`src/rtl/core/wfd_pkg.sv`:
```
// Package with the shared constants and types of the waveform frame deframer.
`timescale 1ns / 1ps

package wfd_pkg;

	// Frame layout.
	localparam int unsigned PAIRS_PER_FRAME = 50;
	localparam int unsigned TRAILER_BYTES   = 8;

	localparam logic [7:0] SYNC_FIRST  = 8'h90;
	localparam logic [7:0] SYNC_SECOND = 8'hEB;

	// Field widths.
	localparam int unsigned BYTE_W   = 8;
	localparam int unsigned INDEX_W  = 6;
	localparam int unsigned SAMPLE_W = 16;
	localparam int unsigned TRIG_W   = 8;
	localparam int unsigned CNT_W    = 8;
	localparam int unsigned TDATA_W  = 48;

	// Bytes of one sample pair that are held before the fourth one arrives.
	localparam int unsigned PART_BYTES = 3;

	// Parser phases, one-hot.
	typedef enum logic [5:0] {
		PH_HUNT    = 6'b000001,
		PH_SYNC2   = 6'b000010,
		PH_ID      = 6'b000100,
		PH_MODE    = 6'b001000,
		PH_DATA    = 6'b010000,
		PH_TRAILER = 6'b100000
	} wfd_phase_t;

	// One completed sample pair.
	typedef struct packed {
		logic [INDEX_W-1:0]  sample_index;
		logic [SAMPLE_W-1:0] left_sample;
		logic [SAMPLE_W-1:0] right_sample;
		logic [TRIG_W-1:0]   trigger_id;
		logic                last_of_frame;
	} wfd_result_t;

endpackage

```
`src/rtl/core/wfd_in_stage.sv`:
```
// Input register that holds one stream byte in front of the parser.
`timescale 1ns / 1ps

module wfd_in_stage
	import wfd_pkg::*;
(
	input  logic              clk,
	input  logic              arst_n,
	input  logic              s_tvalid,
	output logic              s_tready,
	input  logic [BYTE_W-1:0] s_tdata,
	input  logic              step,
	output logic              byte_valid,
	output logic [BYTE_W-1:0] data_byte
);

	logic              valid_s1;
	logic [BYTE_W-1:0] byte_s1;

	// A new transaction is taken when the stage is empty or is being drained.
	assign s_tready = !valid_s1 || step;

	// Valid flag of the held byte.
	always_ff @(posedge clk or negedge arst_n) begin
		if (!arst_n) begin
			valid_s1 <= 1'b0;
		end else if (s_tready) begin
			valid_s1 <= s_tvalid;
		end
	end

	// Byte payload, loaded on every accepted transaction.
	always_ff @(posedge clk) begin
		if (s_tvalid && s_tready) begin
			byte_s1 <= s_tdata;
		end
	end

	assign byte_valid = valid_s1;
	assign data_byte  = byte_s1;

endmodule

```
`src/rtl/core/wfd_parser.sv`:
```
// Frame parser: sync hunt, header checks, sample pair assembly and trailer skip.
`timescale 1ns / 1ps

module wfd_parser
	import wfd_pkg::*;
(
	input  logic              clk,
	input  logic              arst_n,
	input  logic              cfg_wr_en,
	input  logic [BYTE_W-1:0] cfg_wr_data,
	input  logic              step,
	input  logic [BYTE_W-1:0] data_byte,
	output logic              res_valid,
	output wfd_result_t       res
);

	localparam logic [CNT_W-1:0] LAST_PAIR   = CNT_W'(PAIRS_PER_FRAME - 1);
	localparam logic [CNT_W-1:0] LAST_TRAIL  = CNT_W'((TRAILER_BYTES > 0) ? TRAILER_BYTES - 1 : 0);
	localparam bit               HAS_TRAILER = (TRAILER_BYTES > 0);

	wfd_phase_t              phase_q;
	wfd_phase_t              phase_d;
	logic [BYTE_W-1:0]       frame_mode_q;
	logic [BYTE_W-1:0]       trig_q;
	logic [1:0]              byte_pos_q;
	logic [CNT_W-1:0]        pair_cnt_q;
	logic [CNT_W-1:0]        trail_cnt_q;
	logic [BYTE_W*PART_BYTES-1:0] part_q;
	logic                    pair_done;
	logic                    last_pair;
	logic [CNT_W-1:0]        pair_next;

	// Mode register, written from the configuration port.
	always_ff @(posedge clk or negedge arst_n) begin
		if (!arst_n) begin
			frame_mode_q <= '0;
		end else if (cfg_wr_en) begin
			frame_mode_q <= cfg_wr_data;
		end
	end

	// The fourth byte of a pair completes it.
	assign pair_done = (phase_q == PH_DATA) && (byte_pos_q == 2'(PART_BYTES));
	assign last_pair = (pair_cnt_q == LAST_PAIR);
	assign pair_next = pair_cnt_q + CNT_W'(1);

	// Next phase.
	always_comb begin
		phase_d = phase_q;
		case (phase_q)
			PH_HUNT: begin
				if (data_byte == SYNC_FIRST) phase_d = PH_SYNC2;
			end
			PH_SYNC2: begin
				phase_d = (data_byte == SYNC_SECOND) ? PH_ID : PH_HUNT;
			end
			PH_ID: begin
				phase_d = PH_MODE;
			end
			PH_MODE: begin
				phase_d = (data_byte == frame_mode_q) ? PH_DATA : PH_HUNT;
			end
			PH_DATA: begin
				if (pair_done && last_pair) phase_d = HAS_TRAILER ? PH_TRAILER : PH_HUNT;
			end
			PH_TRAILER: begin
				if (trail_cnt_q == LAST_TRAIL) phase_d = PH_HUNT;
			end
			default: begin
				phase_d = PH_HUNT;
			end
		endcase
	end

	// Control state, advanced once per consumed byte.
	always_ff @(posedge clk or negedge arst_n) begin
		if (!arst_n) begin
			phase_q     <= PH_HUNT;
			byte_pos_q  <= '0;
			pair_cnt_q  <= '0;
			trail_cnt_q <= '0;
		end else if (step) begin
			phase_q <= phase_d;
			if (phase_q == PH_MODE) begin
				byte_pos_q <= '0;
				pair_cnt_q <= '0;
			end else if (phase_q == PH_DATA) begin
				if (pair_done) begin
					byte_pos_q <= '0;
					pair_cnt_q <= last_pair ? '0 : pair_next;
				end else begin
					byte_pos_q <= byte_pos_q + 2'd1;
				end
			end
			if (phase_q == PH_TRAILER) begin
				trail_cnt_q <= (trail_cnt_q == LAST_TRAIL) ? '0 : trail_cnt_q + CNT_W'(1);
			end
		end
	end

	// Header ID and the first three bytes of the current pair.
	always_ff @(posedge clk or negedge arst_n) begin
		if (!arst_n) begin
			trig_q <= '0;
			part_q <= '0;
		end else if (step) begin
			if (phase_q == PH_ID) begin
				trig_q <= data_byte;
			end
			if (phase_q == PH_DATA && !pair_done) begin
				case (byte_pos_q)
					2'd0:    part_q[7:0]   <= data_byte;
					2'd1:    part_q[15:8]  <= data_byte;
					2'd2:    part_q[23:16] <= data_byte;
					default: part_q        <= part_q;
				endcase
			end
		end
	end

	// Result of a completed pair.
	assign res_valid         = step && pair_done;
	assign res.sample_index  = pair_next[INDEX_W-1:0];
	assign res.left_sample   = part_q[15:0];
	assign res.right_sample  = {data_byte, part_q[23:16]};
	assign res.trigger_id    = trig_q;
	assign res.last_of_frame = last_pair;

`ifndef SYNTHESIS
	a_pair_cnt_range: assert property (@(posedge clk) disable iff (!arst_n)
		pair_cnt_q <= LAST_PAIR)
		else $error("pair counter ran past the frame length");

	a_trail_idle: assert property (@(posedge clk) disable iff (!arst_n)
		phase_q != PH_TRAILER |-> trail_cnt_q == '0)
		else $error("trailer counter not cleared outside the trailer");

	a_mode_reject: assert property (@(posedge clk) disable iff (!arst_n)
		step && phase_q == PH_MODE && data_byte != frame_mode_q |=> phase_q == PH_HUNT)
		else $error("mode mismatch did not return to hunting");

	a_frame_end: assert property (@(posedge clk) disable iff (!arst_n)
		res_valid && res.last_of_frame |=> (phase_q == PH_TRAILER || phase_q == PH_HUNT)
			&& pair_cnt_q == '0)
		else $error("frame did not close after its last pair");
`endif

endmodule

```
`src/rtl/core/wfd_out_reg.sv`:
```
// Output register that holds one result transaction for the master side.
`timescale 1ns / 1ps

module wfd_out_reg
	import wfd_pkg::*;
(
	input  logic               clk,
	input  logic               arst_n,
	input  logic               load,
	input  wfd_result_t        res,
	output logic               room,
	output logic               m_tvalid,
	input  logic               m_tready,
	output logic [TDATA_W-1:0] m_tdata,
	output logic               m_tlast
);

	logic        valid_q;
	wfd_result_t res_q;

	// Free when empty or when the held transaction leaves this cycle.
	assign room = !valid_q || m_tready;

	// Valid flag.
	always_ff @(posedge clk or negedge arst_n) begin
		if (!arst_n) begin
			valid_q <= 1'b0;
		end else if (room) begin
			valid_q <= load;
		end
	end

	// Result payload.
	always_ff @(posedge clk) begin
		if (load) begin
			res_q <= res;
		end
	end

	// Pack the fields, first field lowest, padded to whole bytes.
	assign m_tvalid = valid_q;
	assign m_tdata  = {2'b00, res_q.trigger_id, res_q.right_sample,
	                   res_q.left_sample, res_q.sample_index};
	assign m_tlast  = res_q.last_of_frame;

endmodule

```
`src/rtl/core/waveform_frame_deframer.sv`:
```
// Top level of the waveform frame deframer.
//
//   Channel  Dir  Payload
//   s_*      in   tdata[7:0] data_byte
//   m_*      out  tdata[5:0] sample_index, [21:6] left_sample, [37:22] right_sample,
//                 [45:38] trigger_id, [47:46] zero; tlast last_of_frame
//   cfg_*    in   cfg_wr_data frame_mode
//
// One byte per cycle is sustained while the master keeps up; a byte passes the
// input register and the parser, and each result is registered for the master side.
// Reset returns the parser to hunting for the first sync byte and clears frame_mode.
// A stalled master side stops the parser only once the output register is full.
`timescale 1ns / 1ps

module waveform_frame_deframer
	import wfd_pkg::*;
(
	input  logic               clk,
	input  logic               arst_n,
	input  logic               s_tvalid,
	output logic               s_tready,
	input  logic [BYTE_W-1:0]  s_tdata,   // data_byte
	output logic               m_tvalid,
	input  logic               m_tready,
	output logic [TDATA_W-1:0] m_tdata,   // sample_index, left, right, trigger_id, pad
	output logic               m_tlast,
	input  logic               cfg_wr_en,
	input  logic [BYTE_W-1:0]  cfg_wr_data
);

	logic              byte_valid;
	logic [BYTE_W-1:0] data_byte;
	logic              room;
	logic              step;
	logic              res_valid;
	wfd_result_t       res;

	// The held byte moves into the parser whenever a result could be stored.
	assign step = byte_valid && room;

	wfd_in_stage u_in (
		.clk        (clk),
		.arst_n     (arst_n),
		.s_tvalid   (s_tvalid),
		.s_tready   (s_tready),
		.s_tdata    (s_tdata),
		.step       (step),
		.byte_valid (byte_valid),
		.data_byte  (data_byte)
	);

	wfd_parser u_parser (
		.clk         (clk),
		.arst_n      (arst_n),
		.cfg_wr_en   (cfg_wr_en),
		.cfg_wr_data (cfg_wr_data),
		.step        (step),
		.data_byte   (data_byte),
		.res_valid   (res_valid),
		.res         (res)
	);

	wfd_out_reg u_out (
		.clk      (clk),
		.arst_n   (arst_n),
		.load     (res_valid),
		.res      (res),
		.room     (room),
		.m_tvalid (m_tvalid),
		.m_tready (m_tready),
		.m_tdata  (m_tdata),
		.m_tlast  (m_tlast)
	);

endmodule

```
`config.mk`:
```
export PLATFORM = sky130hd
export DESIGN_NAME = waveform_frame_deframer
export DESIGN_NICKNAME = d
export VERILOG_FILES = /design/src/rtl/core/wfd_pkg.sv /design/src/rtl/core/wfd_in_stage.sv /design/src/rtl/core/wfd_parser.sv /design/src/rtl/core/wfd_out_reg.sv /design/src/rtl/core/waveform_frame_deframer.sv
export SDC_FILE = /design/constraint.sdc
export NUM_CORES = 1
export LEC_CHECK = 0
export BUFFER_PORTS_ARGS = -buffer_cell sky130_fd_sc_hd__buf_4
export CORE_ASPECT_RATIO = 1.75
export CORE_UTILIZATION = 25
export DETAILED_ROUTE_END_ITERATION = 12
export PLACE_DENSITY_LB_ADDON = 0.3
export SKIP_LAST_GASP = 1
export SLEW_MARGIN = 5
export SYNTH_ARGS = -nofsm -noshare
export SYNTH_HDL_FRONTEND = slang
export SYNTH_SLANG_ARGS = --single-unit
```
`constraint.sdc`:
```
create_clock -name clk -period 4.47 [get_ports clk]
set_input_delay 0.894 -clock clk [delete_from_list [all_inputs] [get_ports clk]]
set_output_delay 0.894 -clock clk [all_outputs]
set_load 0.02 [all_outputs]
```
== Word-level counts from Yosys, hierarchy flattened ==
Cells that the tools add are included.

* Input port bits: 21
* Output and inout bits: 51
* Logic and storage cells: 73
* Flip-flop bits (word level): 121

* Add/sub/neg operators: 3
* Eq/ne operators: 17
* Reductions and logical operators: 22
* Mux-type cells: 14

{| class="wikitable"
|+ Operator list
! cell !! number
|-
| 2-to-1 mux 8 bit || 5
|-
| case mux 6 bit (6 select lines) || 1
|-
| 2-to-1 mux 6 bit || 3
|-
| adder 8 x 1 -> 8 bit, second input constant || 2
|-
| == test 8 bit, second input constant || 2
|-
| AND reduction 3 bit || 4
|-
| == test 8 x 3 -> 1 bit, second input constant || 1
|-
| == test 8 x 6 -> 1 bit, second input constant || 1
|-
| == test 8 bit || 1
|-
| == test 6 x 1 -> 1 bit, second input constant || 1
|-
| == test 6 x 2 -> 1 bit, second input constant || 1
|-
| == test 6 x 3 -> 1 bit, second input constant || 1
|-
| == test 6 x 4 -> 1 bit, second input constant || 1
|-
| == test 6 x 5 -> 1 bit, second input constant || 1
|-
| == test 6 bit, second input constant || 1
|-
| logical AND 1 bit || 6
|-
| 2-to-1 mux 2 bit || 3
|-
| != test 2 x 1 -> 1 bit, second input constant || 3
|-
| AND reduction 2 bit || 3
|-
| 2-to-1 mux 5 bit || 1
|-
| == test 2 bit, second input constant || 2
|-
| AND reduction 4 bit || 1
|-
| nonzero test 2 bit || 2
|-
| logical NOT 1 bit || 3
|-
| 5 further kinds || 6
|}

== Longest topological paths before layout ==
* Depth in word-level cells: 5
* Depth in mapped cells: 8
* Depth with buffers taken out: 7

== Modules after synthesis ==
A second synthesis with hierarchy kept.

* Cell total of the unflattened synthesis: 320
* Area total of the unflattened synthesis: 4,926.0 um2

{| class="wikitable"
|+ Modules (own cells, without submodules)
! module !! instances !! area each (um2) !! cells an instance !! seq. area each (um2)
|-
| wfd_parser || 1 || 3,148.0 || 254 || 1,602.8
|-
| wfd_out_reg || 1 || 1,477.7 || 53 || 1,436.4
|-
| wfd_in_stage || 1 || 294.0 || 12 || 265.3
|-
| waveform_frame_deframer || 1 || 6.3 || 1 || 0.0
|}

== Worst setup path before layout ==
No wires, ideal clock.

* Path type: in2reg
* Start point: input port m_tready
* End point: register u_parser.pair_cnt_q[0]
* Setup time: 0.090 ns
* Stages: 5
* Arrival: 3.620 ns
* Buffers on the path: 0
* Setup slack: 0.760 ns
* Path through: nand2b_1 nand4_1 nor2_1 nand2_1 o21ai_0

* Cells in the longest elaborated chain, start to end: 3

{| class="wikitable"
|+ Ends and longest elaborated chain
! item !! RTL line !! source
|-
| start, declared || waveform_frame_deframer.sv:24 || <nowiki>input logic m_tready,</nowiki>
|-
| logical OR 1 bit || wfd_out_reg.sv:22 || <nowiki>assign room = !valid_q || m_tready;</nowiki>
|-
| logical AND 1 bit || waveform_frame_deframer.sv:39 || <nowiki>assign step = byte_valid && room;</nowiki>
|-
| AND reduction 3 bit (no line) || - ||
|-
| end signal, assigned || wfd_parser.sv:90 || <nowiki>pair_cnt_q <= last_pair ? '0 : pair_next;</nowiki>
|-
| end, declared || wfd_parser.sv:26 || <nowiki>logic [CNT_W-1:0] pair_cnt_q;</nowiki>
|}

Every way passes these cells.
A chain may end at the register's enable or synchronous reset.

== Final worst setup path ==
* Start point: register u_parser.phase_q[3]
* End point: register u_out.res_q (netlist bit u_out.m_tdata[27]), enable pin

* Cells in the longest elaborated chain, start to end: 3

{| class="wikitable"
|+ Ends and longest elaborated chain
! item !! RTL line !! source
|-
| start, declared || wfd_parser.sv:21 || <nowiki>wfd_phase_t phase_q;</nowiki>
|-
| start signal, assigned || wfd_parser.sv:83 || <nowiki>phase_q <= phase_d;</nowiki>
|-
| == test 6 x 5 -> 1 bit || wfd_parser.sv:43 || <nowiki>assign pair_done = (phase_q == PH_DATA) && (byte_pos_q == 2'(PART_BYTES));</nowiki>
|-
| logical AND 1 bit || wfd_parser.sv:43 ||
|-
| logical AND 1 bit || wfd_parser.sv:122 || <nowiki>assign res_valid = step && pair_done;</nowiki>
|-
| net res_valid || waveform_frame_deframer.sv:35 || <nowiki>logic res_valid;</nowiki>
|-
| end signal, assigned || wfd_out_reg.sv:36 || <nowiki>res_q <= res;</nowiki>
|-
| end, declared || wfd_out_reg.sv:19 || <nowiki>wfd_result_t res_q;</nowiki>
|}

The timed path passes the listed nets, and every way through them passes these cells.

==> summary.txt <==
overall power: 2620 uW
first-pass GRT wire length: 15500 um
DRC: 0
# diodes: 0
critical path type: reg -> reg
Post-Route WL: 9850 um
# clock sinks: 121
WL/cell: 15.1 um
largest net degree at the start of global routing: 67
fraction of layout cells with a size suffix above 1: 36.9%
Setup Viol. Count Final: 0
Critical Path Source Type: register
accumulated negative setup slack: 0 ps
synthesized area per cell: 15.0 sq um
drt first-iter violations: 156
Num CTS Buffers: 17
worst skew pair latency: 400 ps
share of total power in the clock network: 48.1%
DP Cell Count: 621
P_sw: 611 uW
Post-synth top cells: 65 x dfrtp_1, 55 x edfxtp_1, 41 x mux2_2
Hold Crit Depth: 0
fmax: 379 MHz
Seq pwr share: 47.0%
sequential share of the synthesized area: 68.4%
Cells after Synth: 321
hold_buf cts: 0
cell area after layout: 6160 sq um
switching portion of total power: 23.3%
asr flop ratio synth: 54.5%
status: finished clean
GRT overflow: 0
Rel. slew slack: 41.9%
Die Area: 19900 sq um
initial antenna violation count: 0
ys flop type: dfrtp_1
clk slew on worst S/H paths: 50 ps
post-route minimum period: 2640 ps
most frequent cell after synthesis: dfrtp_1
Fill cells: 1839
Synth Warn #: 0
PwrDens: 424 nW/um^2
Vias per Instance: 4.25
fin cells: 653
Detail Route Antenna Nets: 0
max-cap violations: 0
Die Wd: 107 um
unrepaired setup endpoints after global routing: false
via count of the first global-routing pass: 2949
Synth top area share: 34.2%
Leakage Power: 0.00274 uW
worst-path maximum fanout: 26
Post-synth EDFFs: 55
Final Max Slew Viols: 0
post_cts resized: 0
Peak supply drop: 177 uV
GRT Overall Usage: 10.6%
HP Class: reg -> reg
Least-Margin Pin Slew: 871 ps
Max Root-Sink Buffers: 2
Initial Utilization: 25.8%
ranking of synthesized cells by area: edfxtp_1 34%, dfrtp_1 34%, mux2_2 9.6%
core area: 18700 sq um
clock skew: 8.45 ps
nets: 430
I/O pin cnt: 72
TritonRoute pass-1 iters: 4
Area Overhead vs Synth: 27.6%
DP Area: 5610 sq um
Netlist Area Pre-Place: 4830 sq um
root buffer cell: clkbuf_16
via count: 2772
Setup Buffers After CTS: 0
Distinct cells, synth: 44
synthesized flop and latch total: 121
Pint: 2010 uW
count of final hold-check violations: 0
Comb pwr share: 4.9%
crit share post-route: 59.0%
die height: 186 um
DPL Wire Length: 7020 um
row cnt: 66
H-tree Lvls: 4
Port Buf Inserts: 69
post-synthesis cell type with the largest combined area: edfxtp_1
CP Capture Type: register
critical path arrival: 2710 ps
GP Congestion: 0.800
Worst R2R Path Depth: 4
Critical Path RT: 4550 ps
CTS tree: built
-- per-layer routing --
metal / up-vias / routed length (um) / GRT usage [%]
li1: 1326 / - / -
met1: 1384 / 3800 / 10.9
met2: 52 / 5540 / 19.7
met3: 10 / 355 / 2.63
met4: 0 / 151 / 5.10
met5: - / 0 / 0
-- power groups by stage --
stage / Sequential (uW) / Clock [uW] / Combinational (uW)
after floorplan: 1230 / 0 / 93.9
after global placement: 1250 / 0 / 126
after detailed placement: 1250 / 0 / 129
after CTS: 1230 / 1290 / 130
after global routing: 1230 / 1340 / 145
final: 1230 / 1260 / 128
-- cell type report --
| class | count | area (sq um) | area share [%] |
|---|---|---|---|
| clock inverters | 15 | 128 | 2.07 |
| multi-input cells | 180 | 1440 | 23.3 |
| inverters | 12 | 45.0 | 0.731 |
| well taps | 238 | 298 | 4.83 |
| repair buffers | 70 | 526 | 8.52 |
| clock buffers | 17 | 425 | 6.90 |
| flip-flops and latches | 121 | 3300 | 53.6 |
-- stage by stage --
stage	setup WS (ps)	hold WS [ps]	util, %
after floorplan	760	419	-
after global placement	1690	429	29.9
after detailed placement	1600	432	29.9
after CTS	1790	442	32.9
after global routing	1620	454	32.9
final	1830	439	32.9
-- cells by family (layout without fill, tap and decap cells) --
kind of cell	count (synthesis)	after routing	synth area share [%]
buf+inv	21	114	2.02
other cells	1	2	0.0776
fa+ha+maj	7	7	1.81
compound gates	29	29	3.99
mux	45	45	10.7
simple gates	79	79	9.72
flops	121	121	68.4
xor+xnor	18	18	3.26
-- registers in the layout (all words and copies together) (netlist names) --
signal                 flops
u_parser.trail_cnt_q       8
u_parser.frame_mode_q      8
u_out.m_tvalid             1
u_parser.trig_q            8
u_in.data_byte             8
u_in.byte_valid            1
u_parser.phase_q           6
u_out.m_tdata             46
u_parser.byte_pos_q        2
u_out.m_tlast              1
u_parser.part_q           24
u_parser.pair_cnt_q        8
-- cells in the final DEF, fill, tap and decap left out, types with 5 or more instances in the layout --
cell type,count
a21o_1,5
and2_1,6
buf_4,70
clkbuf_16,17
dfrtp_1,65
edfxtp_1,55
ha_1,7
inv_1,12
mux2_2,41
nand2_1,14
nand3_1,8
nand4_1,6
nor2_1,13
nor3_1,5
o21ai_0,9
xnor2_1,5
xor2_1,13
-- worst max-delay path: stages (launching register included) --
cell     delay [ps]
dfrtp_1         480
nor4_4          430
nand4_1         310
nor2_4          660
buf_4           410
-- final timing paths --
check / startpoint / slack (ps) / end
hold reg to reg: u_parser.part_q[5] / 440 / u_out.m_tdata[11]
setup / recovery: u_parser.phase_q[3] / 1830 / u_out.m_tdata[27]
hold / removal: u_parser.part_q[5] / 440 / u_out.m_tdata[11]
setup reg to reg: u_parser.phase_q[3] / 1830 / u_out.m_tdata[27]
max in group asynchronous: arst_n / 3290 / u_parser.phase_q[1]
min in group asynchronous: arst_n / 600 / u_parser.pair_cnt_q[0]
Note: power is estimated with default switching activity, not from simulation.
